===== src/rtl/core/frx_pkg.sv =====
`timescale 1ns / 1ps
// frx_pkg: shared types and constants of the framed packet receiver.
// No dependencies; imported by every module in rtl/core but frx_ram.
package frx_pkg;

  // Largest data field a frame may carry; payload store depth.
  localparam int MAX_DATA = 32;
  localparam int ADDR_W   = $clog2(MAX_DATA);
  localparam int LEN_W    = $clog2(MAX_DATA + 1);

  localparam logic [LEN_W-1:0] MAX_LEN = LEN_W'(MAX_DATA);

  // Configuration register indexes
  localparam logic [1:0] CFG_FIRST_HEADER  = 2'd0;
  localparam logic [1:0] CFG_SECOND_HEADER = 2'd1;
  localparam logic [1:0] CFG_TRAILER       = 2'd2;

  localparam logic [7:0] FIRST_HEADER_RST  = 8'hAA;
  localparam logic [7:0] SECOND_HEADER_RST = 8'h55;
  localparam logic [7:0] TRAILER_RST       = 8'h0D;

  typedef enum logic [2:0] {
    PH_HEAD1,
    PH_HEAD2,
    PH_CMDH,
    PH_CMDL,
    PH_LEN,
    PH_DATA,
    PH_SUM,
    PH_TAIL
  } phase_t;

  typedef enum logic [1:0] {
    DR_IDLE,
    DR_WAIT,
    DR_READ,
    DR_LOAD
  } drain_state_t;

  // Handoff from parser to drain sequencer for a frame that passed all checks
  typedef struct packed {
    logic             start;
    logic [15:0]      command;
    logic [LEN_W-1:0] length;
  } frx_launch_t;

endpackage


===== src/rtl/core/framed_packet_receiver_sum8.sv =====
`timescale 1ns / 1ps
// framed_packet_receiver_sum8: top level, parser + payload RAM + drain.
// Depends on frx_pkg, frx_parser, frx_ram, frx_drain.
//
// Takes one received byte per accepted word and parses frames of the form
// head1, head2, cmd_hi, cmd_lo, length, data..., sum8, trailer. Data bytes are
// written into a 32-entry payload RAM as they arrive; a frame whose checksum
// matches and which closes with the trailer byte is read back from that RAM
// and emitted as one result per data byte (a single no-data result for a
// zero-length frame). Every byte outside a drain is accepted without a
// stall. After a matching trailer the input stalls while the frame drains:
// each result passes through three steps (wait for the output register, RAM
// read, load), and the input stays stalled until the last result is loaded,
// including any time the output side stalls. The last result may still wait
// in the output register while new bytes are accepted.
module framed_packet_receiver_sum8 (
  input  logic                       clk,
  input  logic                       rst,
  input  logic                       cfg_we,
  input  logic [1:0]                 cfg_index,
  input  logic [7:0]                 cfg_data,
  input  logic                       in_valid,
  output logic                       in_stall,
  input  logic [7:0]                 rx_byte,
  output logic                       out_valid,
  input  logic                       out_stall,
  output logic [15:0]                frame_command,
  output logic [frx_pkg::LEN_W-1:0]  frame_length,
  output logic [7:0]                 payload_byte,
  output logic [frx_pkg::ADDR_W-1:0] payload_index,
  output logic                       has_payload,
  output logic                       last
);
  import frx_pkg::*;

  logic              accept;
  logic              busy;
  logic              mem_we;
  logic [ADDR_W-1:0] mem_waddr;
  logic [7:0]        mem_wdata;
  logic [ADDR_W-1:0] mem_raddr;
  logic [7:0]        mem_rdata;
  frx_launch_t       launch;

  // RAM writes and reads never overlap: input is stalled during a drain
  assign in_stall = busy;
  assign accept   = in_valid && !in_stall;

  frx_parser u_parser (
    .clk       (clk),
    .rst       (rst),
    .cfg_we    (cfg_we),
    .cfg_index (cfg_index),
    .cfg_data  (cfg_data),
    .accept    (accept),
    .rx_byte   (rx_byte),
    .mem_we    (mem_we),
    .mem_waddr (mem_waddr),
    .mem_wdata (mem_wdata),
    .launch    (launch)
  );

  frx_ram #(
    .DEPTH (MAX_DATA),
    .WIDTH (8)
  ) u_ram (
    .clk   (clk),
    .we    (mem_we),
    .waddr (mem_waddr),
    .wdata (mem_wdata),
    .raddr (mem_raddr),
    .rdata (mem_rdata)
  );

  frx_drain u_drain (
    .clk           (clk),
    .rst           (rst),
    .launch        (launch),
    .busy          (busy),
    .mem_raddr     (mem_raddr),
    .mem_rdata     (mem_rdata),
    .out_valid     (out_valid),
    .out_stall     (out_stall),
    .frame_command (frame_command),
    .frame_length  (frame_length),
    .payload_byte  (payload_byte),
    .payload_index (payload_index),
    .has_payload   (has_payload),
    .last          (last)
  );

endmodule


===== src/rtl/core/frx_ram.sv =====
`timescale 1ns / 1ps
// frx_ram: simple dual-port RAM, one write port, one registered read port.
// No dependencies.
module frx_ram #(
  parameter int DEPTH = 32,
  parameter int WIDTH = 8
) (
  input  logic                     clk,
  input  logic                     we,
  input  logic [$clog2(DEPTH)-1:0] waddr,
  input  logic [WIDTH-1:0]         wdata,
  input  logic [$clog2(DEPTH)-1:0] raddr,
  output logic [WIDTH-1:0]         rdata
);

  logic [WIDTH-1:0] mem [DEPTH];

  always_ff @(posedge clk) begin
    if (we) begin
      mem[waddr] <= wdata;
    end
  end

  always_ff @(posedge clk) begin
    rdata <= mem[raddr];
  end

endmodule


===== src/rtl/core/frx_parser.sv =====
`timescale 1ns / 1ps
// frx_parser: byte-level frame state machine, checksum, config registers.
// Depends on frx_pkg; writes data bytes into the payload RAM.
module frx_parser (
  input  logic                      clk,
  input  logic                      rst,
  input  logic                      cfg_we,
  input  logic [1:0]                cfg_index,
  input  logic [7:0]                cfg_data,
  input  logic                      accept,
  input  logic [7:0]                rx_byte,
  output logic                      mem_we,
  output logic [frx_pkg::ADDR_W-1:0] mem_waddr,
  output logic [7:0]                mem_wdata,
  output frx_pkg::frx_launch_t      launch
);
  import frx_pkg::*;

  logic [7:0]       first_header;
  logic [7:0]       second_header;
  logic [7:0]       trailer;
  phase_t           phase;
  phase_t           phase_next;
  logic [15:0]      command_word;
  logic [LEN_W-1:0] expected_length;
  logic [LEN_W-1:0] byte_position;
  logic [LEN_W-1:0] position_next;
  logic [7:0]       running_sum;
  logic             store_ok;

  always_ff @(posedge clk) begin
    if (rst) begin
      first_header  <= FIRST_HEADER_RST;
      second_header <= SECOND_HEADER_RST;
      trailer       <= TRAILER_RST;
    end else if (cfg_we) begin
      case (cfg_index)
        CFG_FIRST_HEADER:  first_header  <= cfg_data;
        CFG_SECOND_HEADER: second_header <= cfg_data;
        CFG_TRAILER:       trailer       <= cfg_data;
        default: ;
      endcase
    end
  end

  assign store_ok      = byte_position < MAX_LEN;
  assign position_next = store_ok ? byte_position + LEN_W'(1) : byte_position;

  always_comb begin
    phase_next = phase;
    if (accept) begin
      unique case (phase)
        PH_HEAD1: if (rx_byte == first_header) phase_next = PH_HEAD2;
        PH_HEAD2: begin
          if (rx_byte == second_header) phase_next = PH_CMDH;
          else if (rx_byte == first_header) phase_next = PH_HEAD2;
          else phase_next = PH_HEAD1;
        end
        PH_CMDH: phase_next = PH_CMDL;
        PH_CMDL: phase_next = PH_LEN;
        PH_LEN: begin
          if (rx_byte > 8'(MAX_DATA)) phase_next = PH_HEAD1;
          else if (rx_byte == 8'd0) phase_next = PH_SUM;
          else phase_next = PH_DATA;
        end
        PH_DATA: if (position_next >= expected_length) phase_next = PH_SUM;
        PH_SUM:  phase_next = (rx_byte == running_sum) ? PH_TAIL : PH_HEAD1;
        PH_TAIL: phase_next = PH_HEAD1;
      endcase
    end
  end

  always_comb begin
    mem_we         = accept && (phase == PH_DATA) && store_ok;
    mem_waddr      = byte_position[ADDR_W-1:0];
    mem_wdata      = rx_byte;
    launch.start   = accept && (phase == PH_TAIL) && (rx_byte == trailer);
    launch.command = command_word;
    launch.length  = expected_length;
  end

  always_ff @(posedge clk) begin
    if (rst) begin
      phase           <= PH_HEAD1;
      command_word    <= '0;
      expected_length <= '0;
      byte_position   <= '0;
      running_sum     <= '0;
    end else begin
      phase <= phase_next;
      if (accept) begin
        case (phase)
          PH_CMDH: begin
            command_word <= {rx_byte, 8'd0};
            running_sum  <= rx_byte;
          end
          PH_CMDL: begin
            command_word <= {command_word[15:8], rx_byte};
            running_sum  <= running_sum + rx_byte;
          end
          PH_LEN: begin
            if (rx_byte <= 8'(MAX_DATA)) begin
              expected_length <= rx_byte[LEN_W-1:0];
              running_sum     <= running_sum + rx_byte;
              byte_position   <= '0;
            end
          end
          PH_DATA: begin
            byte_position <= position_next;
            running_sum   <= running_sum + rx_byte;
          end
          default: ;
        endcase
      end
    end
  end

endmodule


===== src/rtl/core/frx_drain.sv =====
`timescale 1ns / 1ps
// frx_drain: reads a checked frame out of the payload RAM into the output
// register: one result per data byte, one if empty. Depends on frx_pkg.
module frx_drain (
  input  logic                       clk,
  input  logic                       rst,
  input  frx_pkg::frx_launch_t       launch,
  output logic                       busy,
  output logic [frx_pkg::ADDR_W-1:0] mem_raddr,
  input  logic [7:0]                 mem_rdata,
  output logic                       out_valid,
  input  logic                       out_stall,
  output logic [15:0]                frame_command,
  output logic [frx_pkg::LEN_W-1:0]  frame_length,
  output logic [7:0]                 payload_byte,
  output logic [frx_pkg::ADDR_W-1:0] payload_index,
  output logic                       has_payload,
  output logic                       last
);
  import frx_pkg::*;

  drain_state_t     state;
  drain_state_t     state_next;
  logic [15:0]      cmd;
  logic [LEN_W-1:0] len;
  logic [LEN_W-1:0] cnt;
  logic             out_take;
  logic             load;
  logic             load_last;
  logic             load_has;

  assign out_take  = out_valid && !out_stall;
  assign load_has  = len != '0;
  assign load_last = !load_has || (cnt + LEN_W'(1) == len);

  always_comb begin
    state_next = state;
    unique case (state)
      DR_IDLE: if (launch.start) state_next = DR_WAIT;
      DR_WAIT: if (!out_valid || out_take) state_next = DR_READ;
      DR_READ: state_next = DR_LOAD;
      DR_LOAD: state_next = load_last ? DR_IDLE : DR_WAIT;
    endcase
  end

  always_comb begin
    busy      = state != DR_IDLE;
    load      = state == DR_LOAD;
    mem_raddr = cnt[ADDR_W-1:0];
  end

  always_ff @(posedge clk) begin
    if (rst) begin
      state     <= DR_IDLE;
      out_valid <= 1'b0;
      cnt       <= '0;
    end else begin
      state <= state_next;
      if (load) begin
        out_valid <= 1'b1;
        cnt       <= cnt + LEN_W'(1);
      end else if (out_take) begin
        out_valid <= 1'b0;
      end
      if (state == DR_IDLE && launch.start) begin
        cnt <= '0;
      end
    end
  end

  always_ff @(posedge clk) begin
    if (state == DR_IDLE && launch.start) begin
      cmd <= launch.command;
      len <= launch.length;
    end
    if (load) begin
      frame_command <= cmd;
      frame_length  <= len;
      payload_byte  <= load_has ? mem_rdata : 8'd0;
      payload_index <= load_has ? cnt[ADDR_W-1:0] : '0;
      has_payload   <= load_has;
      last          <= load_last;
    end
  end

`ifndef NO_ASSERTIONS
  // input is held off while draining, so no new frame can arrive mid-drain
  a_start_idle: assert property (@(posedge clk) disable iff (rst)
    launch.start |-> state == DR_IDLE)
    else $error("frame launched while drain busy");

  // output register must be empty when read data lands
  a_load_empty: assert property (@(posedge clk) disable iff (rst)
    state == DR_LOAD |-> !out_valid)
    else $error("output register overwritten");

  a_read_load: assert property (@(posedge clk) disable iff (rst)
    state == DR_READ |=> state == DR_LOAD)
    else $error("read not followed by load");

  a_valid_src: assert property (@(posedge clk) disable iff (rst)
    $rose(out_valid) |-> $past(state) == DR_LOAD)
    else $error("result shown without a RAM load");
`endif

endmodule


===== config.mk =====
export PLATFORM = sky130hd
export DESIGN_NAME = framed_packet_receiver_sum8
export DESIGN_NICKNAME = d
export VERILOG_FILES = /design/src/rtl/core/frx_pkg.sv /design/src/rtl/core/framed_packet_receiver_sum8.sv /design/src/rtl/core/frx_ram.sv /design/src/rtl/core/frx_parser.sv /design/src/rtl/core/frx_drain.sv
export SDC_FILE = /design/constraint.sdc
export NUM_CORES = 1
export LEC_CHECK = 0
export BUFFER_PORTS_ARGS = -buffer_cell sky130_fd_sc_hd__buf_2
export CORE_UTILIZATION = 55
export CTS_BUF_LIST = sky130_fd_sc_hd__clkbuf_4 sky130_fd_sc_hd__clkbuf_8 sky130_fd_sc_hd__clkbuf_16
export DETAILED_ROUTE_END_ITERATION = 10
export GPL_TIMING_DRIVEN = 0
export PLACE_DENSITY = 0.72
export SLEW_MARGIN = 25
export SYNTH_ARGS = -nofsm -noshare
export SYNTH_HDL_FRONTEND = slang
export SYNTH_HIERARCHICAL = 1
export SYNTH_SLANG_ARGS = --single-unit

===== constraint.sdc =====
create_clock -name clk -period 3.2 [get_ports clk]
set_input_delay 0.32 -clock clk [delete_from_list [all_inputs] [get_ports clk]]
set_output_delay 0.32 -clock clk [all_outputs]
set_load 0.005 [all_outputs]

* After elaboration in Yosys (flattened, before gate mapping) *
Memories as Yosys holds them, arrays and structs flattened. A register that Yosys moved wholly into a read port is not among the register bits.
Index checks and enable logic that the tools add are counted.
W data, S select, Z words.

operators by class
  divide/modulo/power cells = 0
  multipliers = 0
  reductions and logical operators = 35
  add/subtract/negate cells = 3
  bitwise gates (word level) = 1
  shift operators = 0
  eq/ne operators = 22
  $lt $le $gt $ge = 4
  multiplexer cells = 22

operators with widths
  kind                   number
  $eq A8 B8 Y1           4
  $pmux W16 S2           1
  $pmux W3 S8            1
  $pmux W8 S3            1
  $mux W3                5
  $reduce_and A3 Y1      5
  $add A6 B1 Y6 const B  2
  $eq A3 B3 Y1 const B   4
  $mux W6                2
  $pmux W6 S2            1
  $ne A2 B1 Y1 const B   5
  $reduce_and A2 Y1      5
  $add A8 B8 Y8          1
  $gt A8 B6 Y1 const B   1
  $le A8 B6 Y1 const B   1
  $logic_not A8 Y1       1
  $mux W8                1
  $pmux W2 S4            1
  $reduce_bool A2 Y1     4
  $logic_and A1 B1 Y1    7
  $eq A2 B2 Y1 const B   3
  $eq A3 B2 Y1 const B   2
  $eq A6 B6 Y1           1
  $ge A6 B6 Y1           1
  13 further kinds       27

storage, ports and cells
  word-level logic and storage cells = 108
  register bits = 131
  latch bits = 0
  RAM bits = 256
  memories kept = 1
  bits of input ports = 23
  bits in read-only memories = 0
  output and inout port bits = 39

memories
  name       depth  bits a word  read ports  clocked after memory_dff  wr ports  RTL line       RTL
  u_ram.mem  32     8            1           1                         1         frx_ram.sv:16  logic [WIDTH-1:0] mem [DEPTH];

* Depth between registers and ports, before layout *
  depth in word-level cells = 7
  gate-level depth with buffers = 11
  mapped depth without buffers = 10

* Hierarchy *
The synthesis kept the hierarchy.

modules (own cells, without submodules)
  module                       sequential area each (sq um)  times used  cells an instance  area each (sq um)
  frx_ram                      7,847.5                       1           417                10,053.4
  frx_parser                   1,261.2                       1           416                3,487.1
  frx_drain                    1,951.9                       1           151                2,483.6
  framed_packet_receiver_sum8  0.0                           1           1                  13.8

* Least setup slack after synthesis *
OpenSTA, ideal clock, no wires.

  path kind = reg-to-reg
  from = register u_drain.state[0]
  to = memory u_ram.mem[0][0], enable pin
  data arrival time = 2,385 ps
  library setup time = 370 ps
  period minus slack after synthesis = 2,756 ps
  buffers on the path = 2
  required time = 2,830 ps
  stages on the path, launching flop included = 11
  path slack = 444 ps
  cells stage by stage = dfxtp_1 > inv_1 > ha_1 > inv_1 > nor2b_4 > buf_2 > nand2_1 > nor3_1 > or3b_2 > clkbuf_1 > nor2_1

on the way
  cells in the longest elaborated chain, start to end = 7

ends and longest elaborated chain
  element                           RTL line                           RTL
  start: declaration                frx_drain.sv:22                    drain_state_t state;
  start signal: assignment          frx_drain.sv:58                    state <= state_next;
  $reduce_bool A2 Y1                frx_drain.sv:47                    busy = state != DR_IDLE;
  net in_stall                      framed_packet_receiver_sum8.sv:23  output logic in_stall,
  $logic_not A1 Y1                  framed_packet_receiver_sum8.sv:47  assign accept = in_valid && !in_stall;
  $logic_and A1 B1 Y1               framed_packet_receiver_sum8.sv:47
  net accept                        framed_packet_receiver_sum8.sv:36  logic accept;
  $logic_and A1 B1 Y1 (2 in a row)  frx_parser.sv:74                   mem_we = accept && (phase == PH_DATA) && store_ok;
  net mem_we                        framed_packet_receiver_sum8.sv:38  logic mem_we;
  $mux W1                           frx_ram.sv:19                      if (we) begin
  $mux W1 (implied by the code)     frx_ram.sv:20                      mem[waddr] <= wdata;
  end: declaration                  frx_ram.sv:16

The timed path passes the listed nets, and every way through them passes these cells.

* Worst setup path after layout *
  from = register u_drain.state[0]
  to = memory u_ram.mem[7][6], enable pin

on the way
  cells in the longest elaborated chain, start to end = 7

ends and longest elaborated chain
  element                           RTL line
  $reduce_bool A2 Y1                frx_drain.sv:47
  $logic_not A1 Y1                  framed_packet_receiver_sum8.sv:47
  $logic_and A1 B1 Y1               framed_packet_receiver_sum8.sv:47
  net accept                        framed_packet_receiver_sum8.sv:36
  $logic_and A1 B1 Y1 (2 in a row)  frx_parser.sv:74
  net mem_we                        framed_packet_receiver_sum8.sv:38
  $mux W1                           frx_ram.sv:19
  $mux W1 (implied by the code)     frx_ram.sv:20

The timed path passes the listed nets, and every way through them passes these cells.

==> results.md <==
- Yosys reg bits: approximately 400
- Total of max-cap violations: 0
- Asr flop ratio synth: 0
- HPWL Detailed: between 20000 and 25000 microns
- Cell variety after synth: 57
- Tmin final: ~3.3 ns
- Gpl congestion: 0.8512
- First-pass GRT wire length: 51780 microns
- Die height: 172.8 microns
- Final Hold Vio Count: 0
- Sink Count: around 400
- Finished Layout Cells: 1516
- Placed insts: 1431
- Pre-antenna DRT Iters: 5
- Nets: 1142
- Total CTS buffers: 41
- Clock-pin slew on the worst setup and hold paths: 0.06 ns
- Die area: 0.02985 sq mm
- Power Density: 558.0 mW/mm^2
- Mapped Area: around 0.016 sq mm
- Root buf cell: clkbuf_16
- Synth warnings: 6
- Die extent in x: 172.8 microns
- Cell leakage power: 6.064 nW
- Arrival @ worst endpoint: 3.45 ns
- Combinational fraction of design power: 0.021
- Top cells by area, synth: edfxtp_1 (59%), mux4_2 (11%), dfxtp_1 (10%)
- Status: finished, violations left
- Global router's overall resource usage: 0.2278
- Largest area contributor in the netlist: edfxtp_1
- TritonCTS clock tree: yes
- RSZ-0062 raised after global routing: yes
- Reg power frac: 0.541
- H-Tree Depth: 2
- Synth top area share: 0.5898
- Worst setup path class: reg -> reg
- Final Skew: 0.01469 ns
- Commonest non-fill, non-tap cells in the layout: edfxtp_1 (315), dfxtp_1 (80), mux4_2 (80)
- Vias in the first global route: between 8000 and 9000
- Data required, critical path: 3.36 ns
- Area grow syn2layout: 14.46%
- Psw: 0.002071 W
- Total chip power: a little over 0.01 W
- Residual DRC: 0
- Crit path capture type: flip-flop
- Gate Count Post-Synth: just under 1000
- Syn Nets: a little over 1000
- P_int: about 0.0082 W
- Inserted Diodes: 0
- Initial antenna violation count: 0
- Worst Hold Class: in -> reg
- DR iter-0 viols: 560
- I/O Pins: between 60 and 70
- Syn avg cell area: 16.28 sq um
- Final WS setup: -0.09512 ns
- Final Slew Violations: 0
- Max_slew headroom: 0.4348
- # setup viols final: 32
- EDFF count, synth: between 300 and 400
- Final wirelength: 33550 microns
- Max Fclk: 303.5 MHz
- Gr ovfl total: 0
- Synth Flop Type: edfxtp_1
- # rows: 62
- Peak VDD IR: between 400 and 500 uV
- Sequential cell area: between 0.01 and 0.015 sq mm
- DR vias/cell: 5.822
- Commonest non-fill, non-tap cell in the layout: edfxtp_1
- Clock power share: 0.438
- Post-synthesis sequential area ratio: 0.6897
- Routed len/inst: 22.13 microns
- IO buf count: 61
- Layout cells sized above 1: 0.2730
- Vias: 8826
- Initial Utilization: 0.5588
- Crit path max fanout: 10
- CORE AREA: around 0.029 sq mm
- Remaining antenna violation count: 0
- Fillcell total: 2040
- Sw frac: 0.2022
- Failing checks: setup timing
- Pin count of the biggest net entering global routing: 33
- Max clock buf depth: 3
- Crit share post-route: 1.030
- Multi-input gate area: 0.004667 sq mm
- Worst-margin pin slew: between 0.8 and 0.9 ns
- Clock Latency Late Sink: 0.53 ns
- Final core occ: 0.6396
- Critical Path Start Type: flip-flop
## power groups by stage
stage / logic [W] / clock network (W) / registers (W)
floorplan: 0.000128 / 0 / 0.00565
global placement: 0.000206 / 0 / 0.00565
detailed placement: 0.000212 / 0 / 0.00565
CTS: 0.000214 / 0.00455 / 0.00554
global route: 0.000234 / 0.00475 / 0.00554
finish: 0.000213 / 0.00449 / 0.00554
## Yosys cell counts, types with 13 or more instances
master    instances
mux2i_1          20
xor2_1           30
nand3_1          16
xnor2_1          13
ha_1             19
buf_4            26
nand2_1          43
and2_1           14
inv_1            19
nor2_1           96
mux4_2           80
edfxtp_1        315
a21oi_1          32
clkbuf_1         20
dfxtp_1          80
## final timing paths
path | from | end | slack (ns) | depth (start not counted)
min | cfg_data[7] | u_parser/first_header[7]$_SDFFE_PP1P_ | 0.03 | 2
max reg2reg | u_drain/state[0]$_SDFFE_PP0P_ | u_ram/mem[7][6]$_DFFE_PP_ | -0.1 | 9
min reg2reg | u_drain/cmd[8]$_DFFE_PP_ | u_drain/frame_command[8]$_DFFE_PP_ | 0.42 | 0
max | u_drain/state[0]$_SDFFE_PP0P_ | u_ram/mem[7][6]$_DFFE_PP_ | -0.1 | 9
## sequential cells by signal (all words and copies together) (netlist names), 16 cells and up
signal	cells
u_drain/frame_command	16
u_parser/command_word	16
u_drain/cmd	16
u_ram/mem	256
## kinds of logic (layout without fill, tap and decap cells)
logic type               count (synthesis)  after routing  share of synthesized area
AO/OA/AOI/OAI                           98             98                    0.04088
flip-flops                             395            395                     0.6897
buffers and inverters                   88            235                    0.02855
adder cells (fa/ha/maj)                 20             20                    0.01607
XOR/XNOR                                43             43                    0.02348
AND/OR/NAND/NOR                        231            231                    0.06951
multiplexers                           110            110                     0.1318
## metrics by stage
stage / area [sq um] / TNS [ns] / setup WS, ns / hold slack, ns
after floorplan: 16040 / 0 / 0.4444 / 0.3924
after global placement: 16820 / -26.37 / -0.3393 / 0.4035
after detailed placement: 16850 / -52.84 / -0.4384 / 0.4045
after CTS: 18230 / -1.552 / -0.08761 / 0.01014
after global routing: 18360 / -11.50 / -0.2208 / 0.01509
final: 18360 / -1.385 / -0.09512 / 0.02792
## per-layer routing
layer  global-route usage  wire (microns)  vias to the layer above
li1                     -               -                     3981
met1               0.2983           13870                     4510
met2               0.3920           17100                      282
met3              0.03694            1739                       53
met4              0.07190             832                        0
met5                    0               0                        -
## critical path, stage by stage (launching register included)
cell and delay [ns]:
dfxtp_1 0.36, inv_1 0.12, ha_1 0.19, inv_1 0.09
nor2b_4 0.16, buf_2 0.25, nand2_1 0.18, nor3_2 0.35
nand3_1 0.42, nor2_1 0.79
## layout make-up
type	count	share of cell area
plain buffers	68	0.02086
clock buffers	50	0.06059
clock inverters	26	0.009815
inverters	19	0.003885
multi-input cells	502	0.2542
flip-flops and latches	395	0.6025
well taps	384	0.02617
repair buffers	72	0.02195
## what timing repair did
action                                 CTS  global route
setup buffers                            0             9
pin swaps                                1             1
gates resized for setup                 27            16
hold buffers                             1             0
endpoints found under the hold margin    1             0
setup endpoints to repair              284           250
No activity file was read; power rests on OpenSTA's default activity.
